===== src/hdl/cdq_pkg.sv =====
// ---------------------------------------------------------------------------
// cdq_pkg
// Shared types and constants for the circular deque with indexed access.
// ---------------------------------------------------------------------------
package cdq_pkg;

  localparam int CMD_BITS  = 2;
  localparam int POS_BITS  = 8;
  localparam int DATA_BITS = 32;
  localparam int SIZE_BITS = 7;

  localparam logic signed [POS_BITS-1:0] POS_FRONT = -8'sd1;

  typedef enum logic [CMD_BITS-1:0] {
    CMD_INSERT = 2'd0,
    CMD_REMOVE = 2'd1,
    CMD_GET    = 2'd2,
    CMD_SET    = 2'd3
  } cmd_t;

  typedef enum logic [1:0] {
    STAT_OK     = 2'd0,
    STAT_FULL   = 2'd1,
    STAT_BADIDX = 2'd2
  } status_t;

  typedef enum logic [2:0] {
    S_IDLE,
    S_RD,
    S_LOAD,
    S_MOVE,
    S_FIN
  } state_t;

  typedef struct packed {
    logic [DATA_BITS-1:0] data;
    logic [SIZE_BITS-1:0] size;
    status_t              status;
  } res_t;

endpackage


===== src/hdl/cdq_ram.sv =====
// ---------------------------------------------------------------------------
// cdq_ram
// Generic single-write, single-read RAM with registered read data.
// ---------------------------------------------------------------------------
module cdq_ram #(
  parameter int WIDTH = 32,
  parameter int DEPTH = 64
) (
  input  logic                     clk,
  input  logic                     we,
  input  logic [$clog2(DEPTH)-1:0] waddr,
  input  logic [WIDTH-1:0]         wdata,
  input  logic                     re,
  input  logic [$clog2(DEPTH)-1:0] raddr,
  output logic [WIDTH-1:0]         rdata
);

  logic [WIDTH-1:0] mem [DEPTH];

  always_ff @(posedge clk) begin
    if (we) begin
      mem[waddr] <= wdata;
    end
    if (re) begin
      rdata <= mem[raddr];
    end
  end

endmodule


===== src/hdl/cdq_ctrl.sv =====
// ---------------------------------------------------------------------------
// cdq_ctrl
// Command decode, ring pointers and the move sequencer around the word RAM.
// ---------------------------------------------------------------------------
module cdq_ctrl #(
  parameter int CAPACITY  = 64,
  parameter int WORD_BITS = 32
) (
  input  logic                                 clk,
  input  logic                                 rst_n,
  input  logic                                 in_valid,
  output logic                                 in_stall,
  input  logic [cdq_pkg::CMD_BITS-1:0]         cmd,
  input  logic signed [cdq_pkg::POS_BITS-1:0]  pos,
  input  logic [WORD_BITS-1:0]                 word,
  output logic                                 res_valid,
  input  logic                                 res_ready,
  output cdq_pkg::res_t                        res,
  output logic                                 ram_we,
  output logic [$clog2(CAPACITY)-1:0]          ram_waddr,
  output logic [WORD_BITS-1:0]                 ram_wdata,
  output logic                                 ram_re,
  output logic [$clog2(CAPACITY)-1:0]          ram_raddr,
  input  logic [WORD_BITS-1:0]                 ram_rdata
);

  import cdq_pkg::*;

  localparam int AW = $clog2(CAPACITY);
  localparam int CW = $clog2(CAPACITY + 1);
  localparam int PW = POS_BITS - 1;
  localparam int XW = (CW > PW) ? CW : PW;

  function automatic logic [AW-1:0] ring_inc(input logic [AW-1:0] p);
    return (p == AW'(CAPACITY - 1)) ? '0 : p + AW'(1);
  endfunction

  function automatic logic [AW-1:0] ring_dec(input logic [AW-1:0] p);
    return (p == '0) ? AW'(CAPACITY - 1) : p - AW'(1);
  endfunction

  function automatic logic [AW-1:0] ring_add(input logic [AW-1:0] base,
                                             input logic [CW-1:0] off);
    logic [CW:0] sum;
    sum = (CW+1)'(base) + (CW+1)'(off);
    if (sum >= (CW+1)'(CAPACITY)) begin
      sum = sum - (CW+1)'(CAPACITY);
    end
    return sum[AW-1:0];
  endfunction

  state_t               state_r, state_nxt;
  logic [AW-1:0]        front_r, front_nxt;
  logic [CW-1:0]        count_r, count_nxt;
  logic [AW-1:0]        cur_r, cur_nxt;
  logic [AW-1:0]        wdst_r, wdst_nxt;
  logic                 dir_r, dir_nxt;
  logic                 pend_r, pend_nxt;
  logic [CW-1:0]        moves_r, moves_nxt;
  logic [WORD_BITS-1:0] word_r, word_nxt;
  cmd_t                 cmd_r, cmd_nxt;
  status_t              status_r, status_nxt;
  logic [DATA_BITS-1:0] dout_r, dout_nxt;

  // decode
  cmd_t          cmd_in;
  logic          is_front, neg, set_ins, is_ins, full, bad, back_side;
  logic [PW-1:0] p7;
  logic [XW-1:0] p_x, cnt_x;
  logic [CW-1:0] idx;
  logic [CW:0]   idx2;
  logic [AW-1:0] src;

  always_comb begin
    cmd_in    = cmd_t'(cmd);
    is_front  = (pos == POS_FRONT);
    neg       = pos[POS_BITS-1];
    p7        = is_front ? '0 : pos[PW-1:0];
    p_x       = XW'(p7);
    cnt_x     = XW'(count_r);
    idx       = CW'(p_x);
    idx2      = {idx, 1'b0};
    back_side = (idx2 >= {1'b0, count_r});
    full      = (count_r == CW'(CAPACITY));
    set_ins   = (cmd_in == CMD_SET) && (is_front || (!neg && p_x == cnt_x));
    is_ins    = (cmd_in == CMD_INSERT) || set_ins;
    if (is_ins) begin
      bad = !set_ins && ((neg && !is_front) || (p_x > cnt_x));
    end else begin
      bad = (neg && !is_front) || (p_x >= cnt_x);
    end
    src = dir_r ? ring_inc(cur_r) : ring_dec(cur_r);
  end

  always_ff @(posedge clk) begin
    if (!rst_n) begin
      state_r <= S_IDLE;
      front_r <= '0;
      count_r <= '0;
      pend_r  <= 1'b0;
    end else begin
      state_r <= state_nxt;
      front_r <= front_nxt;
      count_r <= count_nxt;
      pend_r  <= pend_nxt;
    end
  end

  always_ff @(posedge clk) begin
    cur_r    <= cur_nxt;
    wdst_r   <= wdst_nxt;
    dir_r    <= dir_nxt;
    moves_r  <= moves_nxt;
    word_r   <= word_nxt;
    cmd_r    <= cmd_nxt;
    status_r <= status_nxt;
    dout_r   <= dout_nxt;
  end

  always_comb begin
    state_nxt  = state_r;
    front_nxt  = front_r;
    count_nxt  = count_r;
    cur_nxt    = cur_r;
    wdst_nxt   = wdst_r;
    dir_nxt    = dir_r;
    pend_nxt   = pend_r;
    moves_nxt  = moves_r;
    word_nxt   = word_r;
    cmd_nxt    = cmd_r;
    status_nxt = status_r;
    dout_nxt   = dout_r;
    ram_we     = 1'b0;
    ram_waddr  = wdst_r;
    ram_wdata  = ram_rdata;
    ram_re     = 1'b0;
    ram_raddr  = cur_r;
    in_stall   = 1'b1;
    res_valid  = 1'b0;

    unique case (state_r)
      S_IDLE: begin
        in_stall = 1'b0;
        if (in_valid) begin
          word_nxt   = word;
          dout_nxt   = '0;
          status_nxt = STAT_OK;
          moves_nxt  = '0;
          pend_nxt   = 1'b0;
          cmd_nxt    = is_ins ? CMD_INSERT : cmd_in;
          if (bad) begin
            status_nxt = STAT_BADIDX;
            state_nxt  = S_FIN;
          end else if (is_ins && full) begin
            status_nxt = STAT_FULL;
            state_nxt  = S_FIN;
          end else if (is_ins) begin
            count_nxt = count_r + CW'(1);
            state_nxt = S_MOVE;
            if (back_side) begin
              cur_nxt   = ring_add(front_r, count_r);
              dir_nxt   = 1'b0;
              moves_nxt = count_r - idx;
            end else begin
              cur_nxt   = ring_dec(front_r);
              front_nxt = ring_dec(front_r);
              dir_nxt   = 1'b1;
              moves_nxt = idx;
            end
          end else begin
            cur_nxt   = ring_add(front_r, idx);
            state_nxt = S_RD;
            if (cmd_in == CMD_REMOVE) begin
              count_nxt = count_r - CW'(1);
              if (back_side) begin
                dir_nxt   = 1'b1;
                moves_nxt = count_r - CW'(1) - idx;
              end else begin
                dir_nxt   = 1'b0;
                moves_nxt = idx;
                front_nxt = ring_inc(front_r);
              end
            end
          end
        end
      end
      S_RD: begin
        ram_re    = 1'b1;
        ram_raddr = cur_r;
        state_nxt = S_LOAD;
      end
      S_LOAD: begin
        dout_nxt = DATA_BITS'(ram_rdata);
        if (cmd_r == CMD_SET) begin
          ram_we    = 1'b1;
          ram_waddr = cur_r;
          ram_wdata = word_r;
        end
        state_nxt = (cmd_r == CMD_REMOVE) ? S_MOVE : S_FIN;
      end
      S_MOVE: begin
        ram_we = pend_r;
        if (moves_r != '0) begin
          ram_re    = 1'b1;
          ram_raddr = src;
          wdst_nxt  = cur_r;
          cur_nxt   = src;
          moves_nxt = moves_r - CW'(1);
          pend_nxt  = 1'b1;
        end else begin
          pend_nxt = 1'b0;
          if (!pend_r) begin
            if (cmd_r == CMD_INSERT) begin
              ram_we    = 1'b1;
              ram_waddr = cur_r;
              ram_wdata = word_r;
            end
            state_nxt = S_FIN;
          end
        end
      end
      S_FIN: begin
        res_valid = 1'b1;
        if (res_ready) begin
          state_nxt = S_IDLE;
        end
      end
      default: state_nxt = S_IDLE;
    endcase
  end

  assign res.data   = dout_r;
  assign res.size   = SIZE_BITS'(count_r);
  assign res.status = status_r;

endmodule


===== src/hdl/circular_deque_indexed_insert_remove_top.sv =====
// ---------------------------------------------------------------------------
// circular_deque_indexed_insert_remove_top
// Ring-buffer deque with insert, remove, get and set at a logical index.
// ---------------------------------------------------------------------------
// One command is in flight at a time; each gives one result. An insert
// or a remove shifts m words, where m is at most half the stored words;
// the word RAM moves one word per cycle through its single read and
// single write port. The next command is taken as soon as the result sits
// in the output register. The store needs no clearing after reset.
module circular_deque_indexed_insert_remove_top #(
  parameter int CAPACITY  = 64,
  parameter int WORD_BITS = 32
) (
  input  logic                                 clk,
  input  logic                                 rst_n,
  input  logic                                 in_valid,
  output logic                                 in_stall,
  input  logic [cdq_pkg::CMD_BITS-1:0]         in_command,
  input  logic signed [cdq_pkg::POS_BITS-1:0]  in_position,
  input  logic [cdq_pkg::DATA_BITS-1:0]        in_data_in,
  output logic                                 out_valid,
  input  logic                                 out_stall,
  output logic [cdq_pkg::DATA_BITS-1:0]        out_data_out,
  output logic [cdq_pkg::SIZE_BITS-1:0]        out_size_after,
  output logic [1:0]                           out_status
);

  import cdq_pkg::*;

  localparam int AW = $clog2(CAPACITY);

  logic                 res_valid, res_ready;
  res_t                 res;
  logic                 ram_we, ram_re;
  logic [AW-1:0]        ram_waddr, ram_raddr;
  logic [WORD_BITS-1:0] ram_wdata, ram_rdata;
  logic                 out_valid_r, out_valid_nxt;
  res_t                 out_r, out_nxt;

  cdq_ctrl #(
    .CAPACITY  (CAPACITY),
    .WORD_BITS (WORD_BITS)
  ) u_ctrl (
    .clk       (clk),
    .rst_n     (rst_n),
    .in_valid  (in_valid),
    .in_stall  (in_stall),
    .cmd       (in_command),
    .pos       (in_position),
    .word      (WORD_BITS'(in_data_in)),
    .res_valid (res_valid),
    .res_ready (res_ready),
    .res       (res),
    .ram_we    (ram_we),
    .ram_waddr (ram_waddr),
    .ram_wdata (ram_wdata),
    .ram_re    (ram_re),
    .ram_raddr (ram_raddr),
    .ram_rdata (ram_rdata)
  );

  cdq_ram #(
    .WIDTH (WORD_BITS),
    .DEPTH (CAPACITY)
  ) u_ram (
    .clk   (clk),
    .we    (ram_we),
    .waddr (ram_waddr),
    .wdata (ram_wdata),
    .re    (ram_re),
    .raddr (ram_raddr),
    .rdata (ram_rdata)
  );

  // output register: frees the sequencer while a result waits for transfer
  assign res_ready = !out_valid_r || !out_stall;

  always_comb begin
    out_valid_nxt = out_valid_r;
    out_nxt       = out_r;
    if (res_valid && res_ready) begin
      out_valid_nxt = 1'b1;
      out_nxt       = res;
    end else if (!out_stall) begin
      out_valid_nxt = 1'b0;
    end
  end

  always_ff @(posedge clk) begin
    if (!rst_n) begin
      out_valid_r <= 1'b0;
    end else begin
      out_valid_r <= out_valid_nxt;
    end
  end

  always_ff @(posedge clk) begin
    out_r <= out_nxt;
  end

  assign out_valid      = out_valid_r;
  assign out_data_out   = out_r.data;
  assign out_size_after = out_r.size;
  assign out_status     = out_r.status;

endmodule


===== config.mk =====
export PLATFORM = sky130hd
export DESIGN_NAME = circular_deque_indexed_insert_remove_top
export DESIGN_NICKNAME = d
export VERILOG_FILES = /design/src/hdl/cdq_pkg.sv /design/src/hdl/cdq_ram.sv /design/src/hdl/cdq_ctrl.sv /design/src/hdl/circular_deque_indexed_insert_remove_top.sv
export SDC_FILE = /design/constraint.sdc
export NUM_CORES = 2
export LEC_CHECK = 0
export BUFFER_PORTS_ARGS = -buffer_cell sky130_fd_sc_hd__buf_2
export CAP_MARGIN = 20
export CORE_MARGIN = 1.5
export CORE_UTILIZATION = 39
export CTS_CLUSTER_SIZE = 28
export DETAILED_ROUTE_END_ITERATION = 16
export GPL_TIMING_DRIVEN = 0
export PLACE_DENSITY_LB_ADDON = 0.1
export SETUP_SLACK_MARGIN = 0.3
export SYNTH_ARGS = -nofsm -noshare
export SYNTH_HDL_FRONTEND = slang
export SYNTH_SLANG_ARGS = --single-unit

===== constraint.sdc =====
create_clock -name clk -period 6.2 [get_ports clk]
set_clock_uncertainty 0.05 [all_clocks]
set_input_delay 1.24 -clock clk [delete_from_list [all_inputs] [get_ports clk]]
set_output_delay 1.24 -clock clk [all_outputs]
set_load 0.005 [all_outputs]

==> flow_summary.toml <==
[sta]
period_share_pct = 95.4
timing.final.crit_period_ns = 5.91
rsz0062_at_grt = "no"
maxSlewHeadroom_pct = 20.8
drv_slew = 0
finalHoldViolCount = 0
fmax_mhz = 169
finalSetupViolCount = 0
tightest_slew_ns = 1.18
whs_ns = 0.368
fin_setup_tns_ns = 0
final.setup.worst_slack_ns = 0.287

[final_layout]
layout_commonest_cell = "edfxtp_1"
area.growth.synth_to_final_pct = 17.0
fillers = 19900
drive_above_1_share_pct = 14.9
final_nets = 6368
fin_area_sq_mm = 0.104
final_cell_mix = "edfxtp_1 (2209), nand2_1 (994), nand3_1 (344)"

[placed_design]
dp_slack_ns = -1.22
place_area_sq_mm = 0.0961
dp.final_hpwl_mm = 214
place_congestion = 0.920
portBuffers = 88

[run_status]
status = "completed"

[worst_setup_path]
cp_slowest_cell = "or3b_2"
cpPeakStageDelay_ns = 0.50
path_max_fanout = 11
crit_required_ns = 6.60
cp-end-kind = "register"
worst-setup-path-type = "register to register"
cp_top_family = "buffers and inverters"
cp_data_arrival_time_ns = 6.32
cp_cell_sequence = "clkbuf_2 -> clkinv_2 -> ha_1 -> or3b_2 -> nor2_1 -> o21ai_1 -> buf_4 -> nand2_2 -> buf_2 -> buf_4 -> buf_1 -> a311oi_1 -> a311oi_1 -> a21oi_1 -> nand2_2 -> nand4_1"
path_buf_inv = 6
setup.worst_path.start_class = "register"

[clock_network]
clock-sinks = 2227
cts_tree = "yes"
h-tree-depth = 4
cts_buffers = 235
clockBufferDepth = 3
insertion_delay_ns = 0.89
root_buffer = "clkbuf_16"
clk_pin_slew_ns = 0.06

[global_route]
grt_max_degree = 65
overflow = 0
grt.total_usage_pct = 26.3
grt_pass1_vias = 53200
grt_first_pass_wirelength_mm = 425
antenna_found_initial = 30

[power_and_ir_drop]
p_leak_nw = 34.1
p_per_area_mw_per_mm2 = 305
p_total_mw = 31.7
peakVddDrop_mv = 0.282

[hold_path]
min_path_type = "register to register"

[yosys]
ys.flop_type = "edfxtp_1"
synth_edf_count = 2209
ys_types = 81
synthArstFlopShare_pct = 0
synth_seq_cells = 2227
yosys_warnings = 0
ys_seq_area_share_pct = 75.0
yosys-top-cells-area = "edfxtp_1 (75%), nand2_1 (4.2%), mux4_2 (2.7%)"
synth_top_area_share_pct = 74.6
syn_avg_cell_area_sq_um = 15.3
synthesis.nets = 5917
yosysTopAreaCell = "edfxtp_1"
netlist_area_sq_mm = 0.0890
syn_inst = 5829

[job]
max-cap-violations = 0

[routing]
wirelength_mm = 308
vias = 55300
drt-initial-drc-count = 7086
vias_per_cell = 5.82
first_pass_iters = 6
wl_per_cell_um = 32.4
drc = 0
postRouteAntennaNets = 0

[floorplanning]
row_count = 175
ios = 89
coreArea_sq_mm = 0.227
start_util_pct = 39.2
fp.dieW_um = 481
dieHeight_um = 481
dieArea_sq_mm = 0.231
-- where the power goes --
group          switching (mW)  internal [mW]
Combinational            1.07          0.412
Sequential             0.0262           16.4
Clock                    6.12           7.68
-- layer usage --
metal / GRT usage [%] / up-vias / part of all wire (%)
li1: - / 23700 / -
met1: 37.3 / 28700 / 43
met2: 40.8 / 2445 / 45
met3: 4.21 / 431 / 7.7
met4: 10.0 / 11 / 4.1
met5: 0 / - / 0.029
-- cell families (layout without fill, tap and decap cells) --
kind of cell / Yosys count / after routing / synth area share, %
other: 0 / 7 / 0
multiplexers: 341 / 341 / 5.38
AND/OR/NAND/NOR: 1809 / 1809 / 9.14
adder cells (fa/ha/maj): 42 / 42 / 0.624
XOR/XNOR: 38 / 38 / 0.374
buffers and inverters: 421 / 1079 / 2.02
flip-flops: 2227 / 2227 / 75.0
AO/OA/AOI/OAI: 951 / 951 / 7.50
-- path summary, 6_finish.rpt --
check / from / end / slack, ns / cells past startpoint
min: u_ctrl.dout_r[15]$_SDFFCE_PN0P_ / out_data_out[15]$_DFFE_PP_ / 0.37 / 0
min reg2reg: u_ctrl.dout_r[15]$_SDFFCE_PN0P_ / out_data_out[15]$_DFFE_PP_ / 0.37 / 0
max reg2reg: u_ctrl.cur_r[0]$_DFFE_PP_ / u_ram.rdata[14]$_DFFE_PP_ / 0.29 / 16
max: u_ctrl.cur_r[0]$_DFFE_PP_ / u_ram.rdata[14]$_DFFE_PP_ / 0.29 / 16
-- repair_timing --
action                     CTS  global route
hold buffers                 0             0
buffers inserted             7             2
hold endpoints to repair     0             0
pin swaps                    9             2
gates resized for setup    105            12
setup endpoints to repair  122           146
-- flip-flops by register name, indices dropped and copies added, names as in the netlist, 3 cells and up --
signal / count
u_ram.mem: 2048
out_data_out: 32
u_ctrl.dout_r: 32
u_ctrl.word_r: 32
u_ram.rdata: 32
out_size_after: 7
u_ctrl.cnt_x: 7
u_ctrl.moves_r: 7
u_ctrl.cur_r: 6
u_ctrl.front_r: 6
u_ctrl.wdst_r: 6
u_ctrl.state_r: 3
-- synthesized netlist by cell type (6+ instances only) --
cell type and n:
and2_1 41, nand2b_1 17, nor3b_1 6, o221ai_1 6, a311oi_1 106, a32o_1 7, xor2_1 10, a311o_1 7
mux2_2 41, buf_2 85, o41ai_2 6, or2_2 7, a22oi_1 18, a22o_1 12, edfxtp_1 2209, nand4_1 85
and3_1 135, xnor2_1 28, a31oi_1 86, clkbuf_1 246, o22ai_1 37, buf_4 22, a21o_1 9, o211ai_1 14
a211o_1 28, dfxtp_1 18, mux4_2 105, nor3_1 23, a221oi_1 84, nor2_1 109, a211oi_1 92, ha_1 38
mux2i_1 190, nand3_1 347, a2111oi_0 50, o22a_1 7, and4_1 8, inv_1 32, o21a_1 7, buf_1 30
nand2_1 1003, o21ai_0 84, a21oi_1 248
-- area by class of cell --
cell class / instances / area (sq um) / share of cell area (%)
plain buffers: 387 / 1790 / 1.72
inverters: 34 / 131 / 0.126
flip-flops and latches: 2227 / 66700 / 64.1
repair buffers: 214 / 2840 / 2.73
clock buffers: 296 / 6130 / 5.89
clock inverters: 148 / 1350 / 1.30
well taps: 3009 / 3760 / 3.62
multi-input cells: 3181 / 21400 / 20.5
diodes: 7 / 17.5 / 0.0168
-- stage by stage --
| stage | instances | util (%) |
|---|---|---|
| after global routing | 9497 | 45.8 |
| after detailed placement | 9042 | 42.3 |
| final | 9503 | 45.8 |
| after global placement | 8926 | 41.0 |
| after CTS | 9493 | 45.8 |
| after floorplan | 5829 | - |
Power figures use the tool's default switching activity.
